### config.mk
export PLATFORM = sky130hd
export DESIGN_NAME = bole_cell
export DESIGN_NICKNAME = d
export VERILOG_FILES = /design/src/rtl/assert_macros.svh /design/src/rtl/bole_pkg.sv /design/src/rtl/bole_cell.sv
export SDC_FILE = /design/constraint.sdc
export NUM_CORES = 1
export LEC_CHECK = 0
export BUFFER_PORTS_ARGS = -buffer_cell sky130_fd_sc_hd__buf_2
export CAP_MARGIN = 30
export CORE_ASPECT_RATIO = 0.8
export CORE_MARGIN = 5
export CORE_UTILIZATION = 35
export DETAILED_ROUTE_END_ITERATION = 10
export GPL_TIMING_DRIVEN = 0
export PLACE_DENSITY = 0.83
export SETUP_SLACK_MARGIN = 0.05
export SLEW_MARGIN = 20
export SYNTH_ARGS = -nofsm -noshare
export SYNTH_HDL_FRONTEND = slang
export SYNTH_SLANG_ARGS = --single-unit
export TNS_END_PERCENT = 50
### constraint.sdc
create_clock -name clock -period 4.9 [get_ports clock]
set_clock_uncertainty 0.2 [all_clocks]
set_input_delay 0 -clock clock [delete_from_list [all_inputs] [get_ports clock]]
set_output_delay 0 -clock clock [all_outputs]
set_load 0.005 [all_outputs]
### src/rtl/assert_macros.svh
// ----------------------------------------------------------------------------
// Assertion macros
// Concurrent assertion wrappers shared by the RTL; empty for synthesis.
// ----------------------------------------------------------------------------
`ifndef ASSERT_MACROS_SVH
`define ASSERT_MACROS_SVH

`ifndef SYNTHESIS

// antecedent implies consequent in the same cycle
`define ASSERT_IMPLIES(name, clk, rst, ante, cons) \
   name: assert property (@(posedge clk) disable iff (rst) (ante) |-> (cons)) \
      else $error("assertion failed: same-cycle implication");

// antecedent implies consequent in the next cycle
`define ASSERT_NEXT(name, clk, rst, ante, cons) \
   name: assert property (@(posedge clk) disable iff (rst) (ante) |=> (cons)) \
      else $error("assertion failed: next-cycle implication");

`else

`define ASSERT_IMPLIES(name, clk, rst, ante, cons)
`define ASSERT_NEXT(name, clk, rst, ante, cons)

`endif

`endif

### src/rtl/bole_pkg.sv
// ----------------------------------------------------------------------------
// Ordered list engine package
// Request and status codes, cell control modes and the cell control struct.
// ----------------------------------------------------------------------------
`default_nettype none

package bole_pkg;

   localparam int WORD_W   = 32;
   localparam int KIND_W   = 3;
   localparam int STATUS_W = 3;

   // request kinds; the unused code falls to a default arm
   typedef enum logic [KIND_W-1:0] {
      KIND_ADD_FRONT    = 3'd0,
      KIND_ADD_BACK     = 3'd1,
      KIND_INSERT       = 3'd2,
      KIND_REMOVE_FRONT = 3'd3,
      KIND_REMOVE_BACK  = 3'd4,
      KIND_REMOVE_KEY   = 3'd5,
      KIND_FIND         = 3'd6
   } kind_type;

   typedef enum logic [STATUS_W-1:0] {
      STATUS_OK        = 3'd0,
      STATUS_EMPTY     = 3'd1,
      STATUS_NOT_FOUND = 3'd2,
      STATUS_BAD_POS   = 3'd3,
      STATUS_FULL      = 3'd4
   } status_type;

   // what every cell does on the update cycle
   typedef enum logic [1:0] {
      CELL_HOLD        = 2'd0,
      CELL_OPEN        = 2'd1,
      CELL_CLOSE_POS   = 2'd2,
      CELL_CLOSE_MATCH = 2'd3
   } cell_mode_type;

   typedef struct packed {
      cell_mode_type             mode;
      logic                      match_en;
      logic signed [WORD_W-1:0]  value;
   } cell_ctrl_type;

endpackage

`default_nettype wire

### src/rtl/bole_cell.sv
// ----------------------------------------------------------------------------
// List cell
// Holds one element, registers its key match and shifts with its neighbours.
// ----------------------------------------------------------------------------
`default_nettype none

module bole_cell #(
   parameter int CW    = 7,
   parameter int INDEX = 0
) (
   input  wire                                   clock,
   input  wire bole_pkg::cell_ctrl_type          ctrl,
   input  wire  [CW-1:0]                         pos,
   input  wire  [CW-1:0]                         count,
   input  wire logic signed [bole_pkg::WORD_W-1:0] left_data,
   input  wire logic signed [bole_pkg::WORD_W-1:0] right_data,
   input  wire                                   seen_in,
   output logic signed [bole_pkg::WORD_W-1:0]    elem_out,
   output logic                                  seen_out
);

   localparam logic [CW-1:0] IDX = CW'(INDEX);

   logic signed [bole_pkg::WORD_W-1:0] elem_ff, elem_in;
   logic                               match_ff, match_in;

   // match only counts for occupied slots
   assign match_in = (elem_ff == ctrl.value) && (IDX < count);

   // this cell is at or past the first match in the row
   assign seen_out = seen_in | match_ff;
   assign elem_out = elem_ff;

   // element update
   always_comb begin
      elem_in = elem_ff;
      case (ctrl.mode)
         bole_pkg::CELL_OPEN: begin
            if (IDX > pos) elem_in = left_data;
            else if (IDX == pos) elem_in = ctrl.value;
         end
         bole_pkg::CELL_CLOSE_POS: begin
            if (IDX >= pos) elem_in = right_data;
         end
         bole_pkg::CELL_CLOSE_MATCH: begin
            if (seen_out) elem_in = right_data;
         end
         default: begin
            elem_in = elem_ff;
         end
      endcase
   end

   always_ff @(posedge clock) begin
      elem_ff <= elem_in;
      if (ctrl.match_en) match_ff <= match_in;
   end

endmodule

`default_nettype wire

Yosys cells after proc, flatten, opt, wreduce, memory -nomap -nowiden:

Cells that the tools add are included.

* flip-flop bits (word level): 33
* output and inout bits: 33
* word-level logic and storage cells: 22
* input bits: 115

* mux-type cells: 5
* equal/unequal tests: 7
* reduce and logical (&&, ||, !) cells: 4
* bitwise operators: 1
* $lt $le $gt $ge: 3

Operator list (number)
* 32-bit two-way mux: 4
* 32-bit case mux with 3 select lines: 1
* 32-bit == test: 1
* 1-bit by 7-bit >= comparator with 1-bit output (first input constant): 1
* 1-bit by 7-bit > comparator with 1-bit output (first input constant): 1
* 7-bit logical NOT: 1
* 1-bit by 7-bit < comparator with 1-bit output (first input constant): 1
* 2-bit == test (second input constant): 2
* 2-bit inequality test (second input constant): 2
* 4-bit AND reduction: 1
* 3-bit inequality test (second input constant): 1
* 3-bit nonzero test: 1
* 2-bit by 1-bit == test with 1-bit output (second input constant): 1
* 1-bit logical AND: 1
* 1-bit bitwise OR: 1

Logic depth before layout (Yosys ltp):

Gate-level depths: netlist of the first run.

* word-level depth: 4
* gate-level depth with buffers: 4
* mapped depth without buffers: 4

Worst setup path after synthesis of the first run:

OpenSTA, ideal clock, no wires.

* path type: input to register
* start point: input port pos[3]
* end point: register elem_ff, in the netlist elem_out[0], enable pin
* buffers on the path: 0
* path slack: 282 ps
* arrival time: 3907 ps
* setup time: 511 ps
* stages on the path: 2
* cells stage by stage: or4_4 o41ai_1

* word-level cells in the longest chain between the ends: 3
* elaborated cells between the ends (all ways): 6
* classes of those cells: order compare (2); eq/ne (2); reduce/logical (2)

Ends and longest elaborated chain
* start: declaration: RTL line bole_cell.sv:13 `input wire [CW-1:0] pos,`
* 1-bit by 7-bit > comparator with 1-bit output, or another cell as far along: RTL line bole_cell.sv:39 `if (IDX > pos) elem_in = left_data;`
* 3-bit inequality test (no source line) or 2-bit inequality test (tied branches)
* 4-bit AND reduction (no source line) (*)
* end signal: assignment: RTL line bole_cell.sv:55 `elem_ff <= elem_in;`
* end: declaration: RTL line bole_cell.sv:24 `logic signed [bole_pkg::WORD_W-1:0] elem_ff, elem_in;`

Mark *: on every way between the ends. The rest lies on a longest branch, timed or not.
A chain may end at the register's enable or synchronous reset.

Final worst setup path of the first run:

* start point: input port pos[3]
* end point: register elem_ff, in the netlist elem_out[28], enable pin

The elaborated chain is that of the path after synthesis.

==> results.yml, run 1 <==
outcome:
  outcome: "complete, no violations"
setup_path:
  crit_required_ps: 4700
  start_kind: "input port"
  crit_fanout: 8
  worstSetupEndpointType: "flip-flop"
  critPathArrivalTime_ps: 2100
  worstReg2RegEnd: "match_ff"
  timing.reg2reg.setup_slack_ps: 2820
  path_class: "input port to flip-flop"
  reg2reg_from: "elem_out[22]"
  r2r_cells: 4
yosys:
  avgSynthCellArea_um2: 14.8
  synthFlopType: "edfxtp_1"
  synth-seq-area-share_pct: 54.8
  synth_top_area_cell: "edfxtp_1"
  synthMostInstantiatedCell: "edfxtp_1"
  async_flop_share_pct: 0
  ys_types: 20
  synthTopCellsByArea: "edfxtp_1 55%, mux2_2 20%, xor2_1 14%, nor4_2 2.1%, xnor2_1 1.9%"
  synth_commonest_cells: "33 x edfxtp_1, 32 x mux2_2, 28 x xor2_1"
  synth_edf_count: 33
  syn_area_um2: 1810
  syn-num-nets: 237
  syn_inst: 122
  ys.warnings.count: 0
  synth_seq_cells: 33
  yosysTopAreaCellShare_pct: 54.8
sta:
  hold_viol: 0
  grt_setup_unrepaired: "no"
  setup_viol: 0
  period_minus_slack_ps: 2300
  max-slew-margin-rel_pct: 40.8
  tightest_slew_ps: 878
  tns_ps: 0
  drv_slew: 0
  clock.fmax_mhz: 436
  fin_crit_sh_pct: 46.9
  worst_slack_ps: 2600
die:
  rows: 23
  die_w_um: 90.4
  die_h_um: 74.3
  initial_core_util_pct: 36.1
  design.die.area_um2: 6720
  coreArea_um2: 5010
  io_pins: 148
global_route:
  grt_max_degree: 11
  antenna_found_initial: 0
  grt-ovfl-total: 0
  first_global_vias: 2058
  grt_pass1_wl_um: 10000
  grt_use_total_pct: 19.4
clock_network:
  cts_tree: "built"
  clk_pin_slew_ps: 70
  cts_made_buffers: 5
  clk_latency_ps: 280
  cts-root-buf: "clkbuf_8"
  h-tree-depth: 2
  clock_sinks: 33
  clock_path_buffers: 2
power:
  powerDensity_nw_per_um2: 230
  leakagePower_nw: 1.41
  ir_worst_vdd_mv: 0.157
  p_total_mw: 0.752
drt:
  drtAntennaViolNets: 0
  finalWirelength_um: 6320
  vias: 1775
  drtIter0Drc: 56
  route.detailed.drc: 0
  first_pass_iters: 6
  viasPerCell: 4.71
  post_drt_wl_per_cell_um: 16.8
min_path:
  holdCritPathClass: "input port to flip-flop"
  min-delay-start: "pos[6]"
  hold_path_depth: 3
  holdPathEnd: "elem_out[12]"
finish:
  area_growth_pct: 80.7
  drive_above_1_share_pct: 53.3
  final.fill_count: 404
  diodes: 0
  final_net_count: 430
run:
  drv_cap: 0
placement:
  portBuffers: 114
  dpl_worst_slack_ps: 2280
  gp_congestion: 0.734
  dp_hpwl_um: 4130
cell usage in the layout, fill, tap and decap left out, types with 2 or more instances in the layout:
master	Yosys	routed
buf_2	3	120
buf_4	0	2
clkbuf_8	0	5
dlygate4sd3_1	0	67
edfxtp_1	33	33
mux2_2	32	32
nand4_1	2	2
nor4_1	5	5
nor4_2	3	3
xnor2_1	4	4
xor2_1	28	28
timing repair:
action                    CTS  global route
hold buffers               67             0
hold endpoints to repair   34             0
gates resized for setup     0             0
setup buffers               0             0
where the power goes:
part	leakage, nW	switching, mW	internal [mW]
clock network	0.0540	0.103	0.148
registers	0.307	0.00757	0.327
logic	1.05	0.0599	0.107
layer usage:
metal | up-vias | share of wire, % | track usage [%]
met5 | - | 0 | 0
met4 | 0 | 1.9 | 6.94
met3 | 11 | 8.1 | 6.57
met2 | 81 | 53 | 36.7
met1 | 836 | 37 | 20.4
li1 | 847 | - | -
state kept, by name, indices dropped and copies added (netlist names):
signal    flops
match_ff      1
elem_out     32
layout make-up:
class / instances / area (µm²) / share of cell area (%)
Timing Repair Buffer: 186 / 1270 / 38.9
Multi-Input combinational cell: 84 / 803 / 24.6
Clock inverter: 2 / 35.0 / 1.07
Tap cell: 62 / 77.6 / 2.37
Inverter: 1 / 3.75 / 0.115
Buffer: 4 / 18.8 / 0.574
Sequential cell: 33 / 991 / 30.3
Clock buffer: 5 / 68.8 / 2.10
cells by family after synthesis:
group,count (synthesis),share of synthesized area (%)
AO/OA/AOI/OAI,4,2.01
XOR/XNOR,32,15.5
buffers and inverters,5,1.24
flip-flops,33,54.8
multiplexers,32,19.9
AND/OR/NAND/NOR,16,6.57
critical path: stages:
cell and delay, ps:
buf_2 90, or4_4 540, o41ai_2 790, buf_4 280, buf_2 210, buf_4 180
metrics by stage:
step,util (%),std cells,hold slack [ps],area (µm²)
after detailed placement,49.8,303,0.906,2490
after global routing,65.3,377,64.5,3270
final,65.3,377,60.5,3270
after floorplan,-,122,-115,1810
after CTS,65.3,377,63.8,3270
after global placement,49.1,298,0.807,2460
worst max-delay path by stage:
stage | start | endpoint | slack [ps]
5_1_grt | pos[3] | elem_out[6] | 2520
3_3_place_gp | pos[3] | elem_out[1] | -1460
2_1_floorplan | pos[3] | elem_out[0] | 280
3_5_place_dp | pos[3] | elem_out[20] | 2280
4_1_cts | pos[3] | elem_out[28] | 2570
6_report | pos[3] | elem_out[28] | 2600
Power figures use the tool's default switching activity.
==> run 2, diff against run 1 <==
CORE_UTILIZATION = 39   (was 35)
PLACE_DENSITY = 0.88   (was 0.83)
clock period = 2.39 ns   (was 4.9 ns; I/O delays follow)
==> run 2 against run 1 <==
Net effect:
- first-iteration DRC count decreased by 7.1%
- critical endpoint is now match_ff
- highest routed layer unchanged
- clock power up 61%
- via count up 1.6%
- sequential share of layout area is 0.081 points higher
- sequential power rose by 110%
- hold slack worse by 24 ps
- flip-flop and latch count unchanged
==> results.yml, run 2 (synthesis gave the netlist of run 1 again) <==
outcome:
  outcome: "complete, no violations"
placement:
  portBuffers: 114
  gp_congestion: 0.774
  dp.cells: 299
  dpl_worst_slack_ps: 292
  dp_hpwl_um: 3990
drt:
  vias: 1803
  drtIter0Drc: 52
  drtAntennaViolNets: 0
  finalWirelength_um: 6400
  route.detailed.drc: 0
  first_pass_iters: 4
  viasPerCell: 4.82
  post_drt_wl_per_cell_um: 17.1
min_path:
  hold_path_depth: 3
  holdCritPathClass: "input port to flip-flop"
global_route:
  grt-ovfl-total: 0
  grt_max_degree: 11
  grt_use_total_pct: 21.2
  antenna_found_initial: 0
  grt_pass1_wl_um: 10000
  first_global_vias: 2101
sta:
  grt_setup_unrepaired: "no"
  hold_viol: 0
  tightest_slew_ps: 659
  fin_crit_sh_pct: 82.9
  clock.fmax_mhz: 505
  period_minus_slack_ps: 1980
  drv_slew: 0
  max-slew-margin-rel_pct: 55.9
  setup_viol: 0
  worst_slack_ps: 409
  whs_ps: 37.0
die:
  rows: 22
  coreArea_um2: 4540
  die_h_um: 70.9
  die_w_um: 86.2
  initial_core_util_pct: 39.8
  design.die.area_um2: 6110
  io_pins: 148
power:
  comb_power_share_pct: 24.2
  intPower_mw: 1.09
  p_total_mw: 1.44
  powerDensity_nw_per_um2: 441
  ir_worst_vdd_mv: 0.411
  leakagePower_nw: 1.40
  switching_share_pct: 24.0
  p_clk_share_pct: 28.1
  p_switching_mw: 0.345
  power.sequential.fraction_pct: 47.6
setup_path:
  start_kind: "flip-flop"
  path_class: "flip-flop to flip-flop"
  r2r_cells: 4
  crit_fanout: 2
  critPathArrivalTime_ps: 1870
  crit_required_ps: 2280
  worstSetupEndpointType: "flip-flop"
finish:
  diodes: 0
  layout_commonest_cell: "buf_2"
  area_growth_pct: 80.2
  final_util_pct: 71.8
  final_net_count: 428
  drive_above_1_share_pct: 52.9
  final_cell_mix: "117 x buf_2, 67 x dlygate4sd3_1, 33 x edfxtp_1"
  final_cells: 374
  largest_reg_flops: 32
run:
  drv_cap: 0
clock_network:
  clock_path_buffers: 2
  h-tree-depth: 2
  clk_pin_slew_ps: 70
  cts-root-buf: "clkbuf_8"
  clk_latency_ps: 280
  cts_made_buffers: 5
  clock_sinks: 33
  cts_tree: "built"
## run 2: changes by cell type in the layout (fill, tap and decap cells not counted), sizes merged
cell	previous run	this run
buf	122	120
bufinv	1	0
clkbuf	6	7
clkinv	1	2
## run 2: layout make-up
class | instances | area, µm²
plain buffers | 4 | 18.8
clock buffers | 6 | 72.6
clock inverters | 2 | 10.0
fillers | 315 | 1280
inverters | 1 | 3.75
multi-input cells | 84 | 815
flip-flops and latches | 33 | 991
well taps | 60 | 75.1
repair buffers | 184 | 1270
## run 2: timing repair
item,4_1_cts,5_1_grt
buffers inserted,0,0
endpoints found under the hold margin,34,0
gates resized for setup,0,0
hold buffers,67,0
## run 2: metrics by stage
step                      area [µm²]  setup TNS [ps]
after floorplan                 1830               0
after global placement          2470          -15580
after detailed placement        2510               0
after CTS                       3260               0
after global routing            3260               0
final                           3260               0
## run 2: worst max-delay path, stage by stage, from the launching register on
cell	delay, ps
edfxtp_1	420
xor2_1	160
nor4_1	440
nand4_1	250
a2111oi_2	330
## run 2: power groups by stage
stage	Clock, mW	Combinational (mW)	Sequential, mW
finish	0.405	0.348	0.685
global route	0.431	0.378	0.687
CTS	0.418	0.336	0.684
detailed placement	0	0.234	0.697
global placement	0	0.221	0.697
floorplan	0	0.107	0.700
## run 2: worst paths after layout
| path | start | to | slack [ps] |
|---|---|---|---|
| worst min-delay path | pos[6] | elem_out[30] | 40 |
| worst max register to register | elem_out[7] | match_ff | 410 |
| worst min register to register | match_ff | elem_out[30] | 660 |
| worst max-delay path | elem_out[7] | match_ff | 410 |
## run 2: per-layer routing
| layer | wire, µm | track usage [%] |
|---|---|---|
| met5 | 0 | 0 |
| met4 | 134 | 6.68 |
| met3 | 524 | 7.80 |
| met2 | 3400 | 39.3 |
| met1 | 2350 | 22.2 |
